**config.mk**
```make
export PLATFORM = sky130hd
export DESIGN_NAME = gbs_ctrl
export DESIGN_NICKNAME = d
export VERILOG_FILES = /design/src/hw/rtl/gbs_pkg.sv /design/src/hw/rtl/gbs_ctrl.sv
export SDC_FILE = /design/constraint.sdc
export NUM_CORES = 1
export LEC_CHECK = 0
export ABC_AREA = 1
export BUFFER_PORTS_ARGS = -buffer_cell sky130_fd_sc_hd__buf_2
export CORE_AREA = 10 10 47 49
export CTS_CLUSTER_SIZE = 28
export DETAILED_ROUTE_END_ITERATION = 16
export DIE_AREA = 0 0 57 59
export PLACE_DENSITY = 0.47
export SKIP_LAST_GASP = 1
export SLEW_MARGIN = 0
export SYNTH_ARGS = -nofsm -noshare
export SYNTH_HDL_FRONTEND = slang
export SYNTH_SLANG_ARGS = --single-unit
```
**constraint.sdc**
```tcl
create_clock -name clk -period 1.6 [get_ports clk]
set_input_delay 0.24 -clock clk [delete_from_list [all_inputs] [get_ports clk]]
set_output_delay 0.24 -clock clk [all_outputs]
set_load 0.05 [all_outputs]
```
**src/hw/rtl/gbs_pkg.sv**
```systemverilog
// Shared types and constants for the greedy box suppression block.
`timescale 1ns / 1ps
`default_nettype none

package gbs_pkg;

  localparam int CoordW     = 12;
  localparam int AreaW      = 2 * CoordW;
  localparam int ThrW       = 9;
  localparam int KeptIndexW = 6;
  localparam logic [ThrW-1:0] ThrReset = 9'd115;

  // Stored box, left edge in the low bits.
  typedef struct packed {
    logic        [CoordW-1:0] height;
    logic        [CoordW-1:0] width;
    logic signed [CoordW-1:0] top;
    logic signed [CoordW-1:0] left;
  } box_t;

  localparam int BoxW   = $bits(box_t);
  localparam int EntryW = BoxW + AreaW;

  // Controller to datapath.
  typedef struct packed {
    logic load;    // capture the incoming box
    logic issue;   // read the next kept entry into the compare pipe
    logic commit;  // store the box if it survived and a slot is free, post the result
  } gbs_cmd_t;

  // Datapath to controller.
  typedef struct packed {
    logic more;       // kept entries still to be read
    logic pipe_busy;  // comparisons still in flight
    logic out_free;   // result register can take a new result
  } gbs_status_t;

endpackage

`default_nettype wire

```
**src/hw/rtl/gbs_ctrl.sv**
```systemverilog
// Sequencer: accept, scan kept store, drain compare pipe, commit.
`timescale 1ns / 1ps
`default_nettype none

module gbs_ctrl import gbs_pkg::*; (
  input  wire logic        clk,
  input  wire logic        rst,
  input  wire logic        in_valid,
  output logic             in_ready,
  input  wire gbs_status_t status,
  output gbs_cmd_t         cmd
);

  typedef enum logic [1:0] {IDLE, SCAN, DRAIN, COMMIT} state_t;

  state_t state;

  always_comb begin
    cmd.load   = in_valid && in_ready;
    cmd.issue  = (state == SCAN) && status.more;
    cmd.commit = (state == COMMIT) && status.out_free;
  end

  always_ff @(posedge clk) begin
    if (rst) begin
      state    <= IDLE;
      in_ready <= 1'b1;
    end else begin
      case (state)
        IDLE: begin
          if (in_valid && in_ready) begin
            state    <= SCAN;
            in_ready <= 1'b0;
          end
        end
        SCAN: begin
          if (!status.more) begin
            state <= DRAIN;
          end
        end
        DRAIN: begin
          if (!status.pipe_busy) begin
            state <= COMMIT;
          end
        end
        COMMIT: begin
          if (status.out_free) begin
            state    <= IDLE;
            in_ready <= 1'b1;
          end
        end
        default: begin
          state    <= IDLE;
          in_ready <= 1'b1;
        end
      endcase
    end
  end

endmodule

`default_nettype wire

```
Word level (Yosys, flattened, before mapping)
Index checks and enable logic that the tools add are counted.
W data, S select, Z words.

cells by class
  multiplexer cells = 8
  reduce and logical (&&, ||, !) cells = 7
  equality and inequality tests = 7

operators by type and width
  cell                  number
  $mux W2               4
  $ne A2 B2 Y1 const B  4
  $pmux W2 S4           1
  $eq A2 B2 Y1 const B  2
  $reduce_and A4 Y1     1
  $logic_and A1 B1 Y1   3
  $reduce_and A3 Y1     1
  $eq A2 B1 Y1 const B  1
  $logic_not A2 Y1      1
  $mux W1               2
  $pmux W1 S2           1
  $reduce_bool A2 Y1    1

word-level totals
  register bits = 3
  input port bits = 6
  output and inout bits = 4
  word-level logic and storage cells = 24

Depth between registers and ports, before layout
Gate-level depths: netlist of the first run.

  word-level depth = 3
  depth in mapped cells = 8
  gate-level depth less buffers = 8

Worst setup path after synthesis of the first run
Ideal clock, no wire load.

  kind = flip-flop to flip-flop
  start point = register in_ready
  end point = register in_ready
  buffers on the path = 0
  slack = 0.152 ns
  stages on the path, launching flop included = 6
  data required time = 1.483 ns
  period minus slack after synthesis = 1.448 ns
  arrival = 1.331 ns
  library setup time = 0.117 ns
  cell sequence = dfxtp_1 nand2_2 inv_1 nand3_1 nand2_1 nand2_1

RTL lines
  element                 line            text
  start, declared         gbs_ctrl.sv:9   output logic in_ready,
  start signal, assigned  gbs_ctrl.sv:27  in_ready <= 1'b1;
  start signal, assigned  gbs_ctrl.sv:33  in_ready <= 1'b0;
  start signal, assigned  gbs_ctrl.sv:49  in_ready <= 1'b1;

==> results.txt, run 1 <==
----------------------------------------------------
[Logic synthesis]
  Commonest cells in the netlist ... 9 x sky130_fd_sc_hd__inv_1, 7 x sky130_fd_sc_hd__nand2_1, 5 x sky130_fd_sc_hd__nand2_2, 5 x sky130_fd_sc_hd__nor2_1, 4 x sky130_fd_sc_hd__ha_1
  Area of the mapped netlist ... 249 sq um
  Cell with the most instances after synthesis ... sky130_fd_sc_hd__inv_1
  Gate Count Post-Synth ... 38
  Per-instance average area after synthesis ... 6.55 sq um
  Main flop type after synthesis ... sky130_fd_sc_hd__dfxtp_1
  Area share of the leading cell type in the synthesized netlist ... 24.1%
  Yosys cell types ... 10
  Fraction of the yosys area taken by sequential cells ... 24.1%
  EDFF count, synth ... 0
  Post-synthesis async set-or-reset flop share ... 0%
  Flops & latches, synth ... 3
  Biggest area consumer among synthesized cells ... sky130_fd_sc_hd__dfxtp_1
  Number of warnings printed during yosys synthesis ... 0
  Largest cells by area after synthesis ... sky130_fd_sc_hd__dfxtp_1 24%, sky130_fd_sc_hd__ha_1 20%, sky130_fd_sc_hd__inv_1 14%
  Syn Nets ... 48

[Clocking]
  Hold buffer count at CTS ... 0
  CTS HTree Levels ... 1
  TritonCTS clock tree ... done
  Inserted Clock Buffers ... 3
  Longest Clk Path Bufs ... 2
  Clock latency at the later pin of the worst-skew pair ... 230 ps
  Total of cells resized after clock tree synthesis ... 0
  Total setup buffers inserted after CTS ... 0
  Clock transition time at the flip-flop clock pins of the worst setup and hold paths ... 30 ps
  Number of sinks handled by clock tree synthesis ... 3
  Root buffer cell ... sky130_fd_sc_hd__clkbuf_4

[Worst setup path]
  Startpoint Class ... flip-flop
  Cell family with most CP delay ... flip-flops
  Launch instance of the worst register-to-register path ... state[0]$_SDFFE_PP0P_
  Data required time at the worst endpoint ... 1360 ps
  Standard cell with the maximum stage delay on the critical path ... sky130_fd_sc_hd__dfxtp_1
  Critical path peak fanout ... 4
  CP Class ... flip-flop to output port
  Data arrival at the endpoint of the critical path ... 1200 ps
  Most used cell, CP ... sky130_fd_sc_hd__inv_1
  Longest individual stage delay on the worst path ... 370 ps
  Crit path launch ... state[1]$_SDFFE_PP0P_
  Cells traversed along the worst timing path ... inv_1 > ha_1 > nand2_1 > inv_1 > buf_2
  Total buffers and inverters traversed by the critical path ... 3
  Kind of end point of the critical path ... output port

[Placement]
  Instance area at placement ... 314 sq um
  Half-perimeter wire length after detailed placement ... 531 um
  # port buffers ... 9
  RD Place Congestion ... 0.673

[Hold path]
  Kind of path behind the tightest hold check ... input pin to flip-flop
  Hold Startpoint ... rst

[Timing]
  RSZ-0062 raised after global routing ... false
  Final setup violation count ... 0
  Slew at the pin with the worst max-slew slack ... 252 ps
  Final hold violations ... 0
  Final min period ... 1440 ps
  Maximum clock skew at final layout ... 0.0638 ps
  Maximum clock frequency ... 0.696 GHz
  Worst relative slew slack ... 83.3%
  Setup TNS after final layout ... 0 ps
  Fraction of the cycle the final worst path needs ... 89.8%
  Slew Limit Fails ... 0

[Floorplan]
  Die width ... 57 um
  Number of top-level pins ... 10
  Area of the die ... 0.00336 sq mm
  Placeable core region ... 0.00140 sq mm
  Std cell rows ... 14
  Die extent in y ... 59 um
  Initial standard-cell utilization of the core ... 17.8%

[Layout]
  Layout overhead on the synthesized area ... 36.7%
  NumNets Final ... 62
  Proportion of layout cells with a drive suffix above 1 ... 35.3%
  Antenna cells ... 0
  Core occupancy in the finished layout ... 24.3%
  Fin area ... 340 sq um

[Global routing]
  Global-route wire length before repair ... 1.03 mm
  Overflow left after global routing ... 0
  Vias in the first global route ... 257
  Aggregate global-route resource usage ... 3.97%
  Antenna violations before repair ... 0
  Largest net degree at the start of global routing ... 5

[Routing]
  Count of TritonRoute iterations in the first routing pass ... 4
  Via count of the routed design ... 263
  Total routed wirelength ... 598 um
  Routed via count divided by cell count ... 3.93
  Drt wl/cell ... 8.93 um
  Post-route DRC ... 0
  Final ANT Viol Nets ... 0
  Detailed Route Iter0 Violations ... 6

[Power]
  Static leakage power ... 0.210 nW
  Ratio of total power to cell area ... 1770 mW/mm^2
  Worst IR drop on VDD ... 0.376 mV

[Run]
  Max-cap viol count ... 0

[Run status]
  Run status ... complete, no violations

----------------------------------------------------
layout by cell type, fill, tap and decap left out, drive strengths merged:
cell	synthesis	layout
nand4	2	2
inv	9	9
nand2	12	12
buf	0	9
nand3	1	1
clkbuf	0	4
nor2	6	6
ha	4	4
dfxtp	3	3
a21oi	1	1
worst min-delay path: cells and delay by family:
family / cells / cell delay [ps]
buf+inv: 1 / 90
simple gates: 1 / 50
compound gates: 1 / 40
area by class of cell:
cell class,instances,area (sq um)
Clock buffer,4,26.3
Sequential cell,3,60.1
Timing Repair Buffer,9,45.0
Multi-Input combinational cell,26,155
Tap cell,16,20.0
Inverter,9,33.8
Fill cell,172,1060
where the power goes:
part	total, mW	internal (mW)	switching [mW]
logic	0.342	0.112	0.230
registers	0.132	0.104	0.0276
clock network	0.129	0.0932	0.0356
total	0.602	0.309	0.293
sequential cells by signal, summed over array words and instances, names as in the netlist:
name      flops
state         2
in_ready      1
logic make-up after synthesis:
kind of cell	count (synthesis)	share of synthesized area, %
AOI/OAI and AO/OA	1	2.01
adders and majority gates	4	20.1
buffers and inverters	9	13.6
DFF	3	24.1
and+or+nand+nor	21	40.2
routing by layer:
layer  track usage (%)  wire, um  vias up  part of all wire (%)
met1              3.43       219      121                    37
met5                 0         0        -                     0
met3              3.65        50        0                   8.4
met4              2.01         0        0                     0
met2              6.20       328        4                    55
li1                  -         -      138                     -
per-stage QoR:
step / hold WS (ps) / std cells / setup slack [ps] / power (mW)
floorplan: 328 / 38 / 152 / 0.399
global placement: 459 / 63 / 399 / 0.474
detailed placement: 455 / 63 / 390 / 0.478
CTS: 215 / 67 / 141 / 0.615
global route: 226 / 67 / 52.6 / 0.662
finish: 220 / 67 / 163 / 0.602
worst paths after layout:
| kind | depth (start not counted) | slack, ps | endpoint |
|---|---|---|---|
| worst min register to register | 2 | 490 | in_ready$_SDFFE_PP1P_ |
| worst min-delay path | 3 | 220 | in_ready$_SDFFE_PP1P_ |
| worst max register to register | 7 | 400 | state[0]$_SDFFE_PP0P_ |
| worst max-delay path | 5 | 160 | cmd[1] |
Power figures use the tool's default switching activity.
==> run 2: changes to the inputs <==
--- a/config.mk
+++ b/config.mk
@@ -11,8 +11,6 @@
 export CTS_CLUSTER_SIZE = 28
 export DETAILED_ROUTE_END_ITERATION = 16
 export DIE_AREA = 0 0 57 59
-export PLACE_DENSITY = 0.47
-export SKIP_LAST_GASP = 1
 export SLEW_MARGIN = 0
 export SYNTH_ARGS = -nofsm -noshare
 export SYNTH_HDL_FRONTEND = slang
==> run 2 against run 1 <==
Against the previous run: wire length is 8.2% lower; non-clock buffer count stayed put; first-iteration DRC count decreased by 100%; clock skew up 2.0 ps; critical path type unchanged; fmax rose by 0.30%.
==> results.txt, run 2 (synthesis results as in run 1) <==
----------------------------------------------------
[Run status]
  Run status ... complete, no violations

[Worst setup path]
  Most used cell, CP ... sky130_fd_sc_hd__inv_1
  Data required time at the worst endpoint ... 1360 ps (about the same)
  Longest individual stage delay on the worst path ... 370 ps (about the same)
  Worst reg-to-reg path cell count ... 7 (unchanged)
  Cells traversed along the worst timing path ... inv_1 > ha_1 > nand2_1 > inv_1 > buf_2
  Kind of end point of the critical path ... output port
  Total buffers and inverters traversed by the critical path ... 3 (unchanged)
  Cell family with most CP delay ... flip-flops
  Startpoint Class ... flip-flop
  Critical path peak fanout ... 4 (unchanged)
  Worst reg-to-reg setup slack ... 440 ps (+40 ps)
  Standard cell with the maximum stage delay on the critical path ... sky130_fd_sc_hd__dfxtp_1
  Launch instance of the worst register-to-register path ... state[0]$_SDFFE_PP0P_
  Critical R2R Capture ... state[0]$_SDFFE_PP0P_
  CP Class ... flip-flop to output port
  Data arrival at the endpoint of the critical path ... 1190 ps (about the same)

[Layout]
  Largest register by flop count ... state
  Antenna cells ... 0 (unchanged)
  Largest regs ... state x2, in_ready x1
  Commonest cells after routing, fill and taps aside ... 9 x sky130_fd_sc_hd__inv_1, 9 x sky130_fd_sc_hd__buf_2, 7 x sky130_fd_sc_hd__nand2_1, 5 x sky130_fd_sc_hd__nand2_2, 5 x sky130_fd_sc_hd__nor2_1
  Fin area ... 340 sq um (unchanged)
  Fillers ... 172 (unchanged)
  Core occupancy in the finished layout ... 24.3% (unchanged)
  Layout overhead on the synthesized area ... 36.7% (unchanged)
  Proportion of layout cells with a drive suffix above 1 ... 35.3% (unchanged)
  Post-Layout Cell Count ... 67 (unchanged)
  NumNets Final ... 62 (unchanged)
  Flip-flop count of the largest register after layout ... 2 (unchanged)

[Global routing]
  Aggregate global-route resource usage ... 3.97% (about the same)
  Global-route wire length before repair ... 993 um (-3.4%)
  Largest net degree at the start of global routing ... 5 (unchanged)
  Antenna violations before repair ... 0 (unchanged)
  Overflow left after global routing ... 0 (unchanged)
  Vias in the first global route ... 248 (-3.5%)

[Timing]
  Final min period ... 1430 ps (-4.35 ps)
  Final hold violations ... 0 (unchanged)
  Maximum clock frequency ... 0.698 GHz (+0.30%)
  Worst relative slew slack ... 83.4% (about the same)
  Slew at the pin with the worst max-slew slack ... 251 ps (-0.440 ps)
  Maximum clock skew at final layout ... 2.02 ps (+1.96 ps)
  Fraction of the cycle the final worst path needs ... 89.6% (-0.27 points)
  Setup TNS after final layout ... 0 ps (unchanged)
  RSZ-0062 raised after global routing ... false
  Slew Limit Fails ... 0 (unchanged)
  Final setup violation count ... 0 (unchanged)

[Routing]
  Uppermost layer routed ... met3
  Via count of the routed design ... 252 (-4.2%)
  Routed via count divided by cell count ... 3.76 (-4.2%)
  Detailed route wirelength on metal3 ... 47 um (-6.0%)
  Drt wl/cell ... 8.19 um (-8.2%)
  Total routed wirelength ... 549 um (-8.2%)
  Count of TritonRoute iterations in the first routing pass ... 1 (-3)
  Detailed Route Iter0 Violations ... 0 (-6)
  Wl on met1 ... 165 um (-25%)
  Final ANT Viol Nets ... 0 (unchanged)
  Post-route DRC ... 0 (unchanged)
  Sum of met2 wire segment lengths after detailed routing ... 336 um (+2.4%)

[Hold path]
  Hold Path End ... in_ready$_SDFFE_PP1P_
  Kind of path behind the tightest hold check ... input pin to flip-flop
  Hold Startpoint ... rst
  Hold depth ... 3 (unchanged)

[Floorplan]
  Area of the die ... 0.00336 sq mm (unchanged)
  Std cell rows ... 14 (unchanged)
  Initial standard-cell utilization of the core ... 17.8% (unchanged)
  Number of top-level pins ... 10 (unchanged)
  Die extent in y ... 59 um (unchanged)
  Placeable core region ... 0.00140 sq mm (unchanged)
  Die width ... 57 um (unchanged)

[Clocking]
  Inserted Clock Buffers ... 3 (unchanged)
  Longest Clk Path Bufs ... 2 (unchanged)
  TritonCTS clock tree ... done
  Hold buffer count at CTS ... 0 (unchanged)
  Total setup buffers inserted after CTS ... 0 (unchanged)
  CTS HTree Levels ... 1 (unchanged)
  Number of sinks handled by clock tree synthesis ... 3 (unchanged)
  Clock latency at the later pin of the worst-skew pair ... 230 ps (about the same)
  Total of cells resized after clock tree synthesis ... 0 (unchanged)
  Root buffer cell ... sky130_fd_sc_hd__clkbuf_4
  Clock transition time at the flip-flop clock pins of the worst setup and hold paths ... 40 ps (about the same)

[Placement]
  RD Place Congestion ... 0.736 (+9.4%)
  # port buffers ... 9 (unchanged)
  Half-perimeter wire length after detailed placement ... 498 um (-6.3%)
  Instance area at placement ... 314 sq um (unchanged)
  Placed cells ... 63 (unchanged)

[Power]
  Ratio of total power to cell area ... 1750 mW/mm^2 (-1.1%)
  Total power of the final layout ... 0.596 mW (-1.1%)
  Worst IR drop on VDD ... 0.311 mV (-17%)
  Static leakage power ... 0.210 nW (unchanged)

[Run]
  Max-cap viol count ... 0 (unchanged)

----------------------------------------------------
run 2: cell counts in the layout (fill, tap and decap cells not counted):
Identical to the previous run, type by type.
run 2: per-stage QoR:
stage | hold slack (ps) | worst slack (ps)
finish | 214 | 167
global route | 223 | 49.7
CTS | 210 | 143
detailed placement | 454 | 398
global placement | 466 | 423
floorplan | 328 | 152
run 2: worst max path at each step:
stage                               start  slack (ps)  cells after the start                     to
global route        state[1]$_SDFFE_PP0P_          50                      5                 cmd[1]
floorplan           in_ready$_SDFFE_PP1P_         150                      5  in_ready$_SDFFE_PP1P_
finish              state[1]$_SDFFE_PP0P_         170                      5                 cmd[1]
CTS                 state[1]$_SDFFE_PP0P_         140                      5                 cmd[1]
global placement    state[1]$_SDFFE_PP0P_         420                      5                 cmd[1]
detailed placement  state[1]$_SDFFE_PP0P_         400                      5                 cmd[1]
run 2: power by group:
group	switching (mW)	internal [mW]	leakage [nW]	total [mW]
clock	0.0376	0.0934	0.0150	0.131
combinational	0.223	0.110	0.170	0.333
sequential	0.0272	0.104	0.0250	0.132
total	0.288	0.308	0.210	0.596
run 2: area by class of cell:
class | count | area, sq um | share of cell area, %
clock buffers | 4 | 26.3 | 7.72
repair buffers | 9 | 45.0 | 13.2
well taps | 16 | 20.0 | 5.88
multi-input cells | 26 | 155 | 45.6
flip-flops and latches | 3 | 60.1 | 17.6
inverters | 9 | 33.8 | 9.93
run 2: routing by layer:
metal / track usage, % / vias to the layer above
li1: - / 137
met1: 2.60 / 112
met2: 7.29 / 3
met3: 2.36 / 0
met4: 4.03 / 0
met5: 0 / -
run 2: worst min-delay path, delay by kind of cell:
kind	cells	cell delay, ps
buffers and inverters	1	90
AND/OR/NAND/NOR	1	50
AO/OA/AOI/OAI	1	40
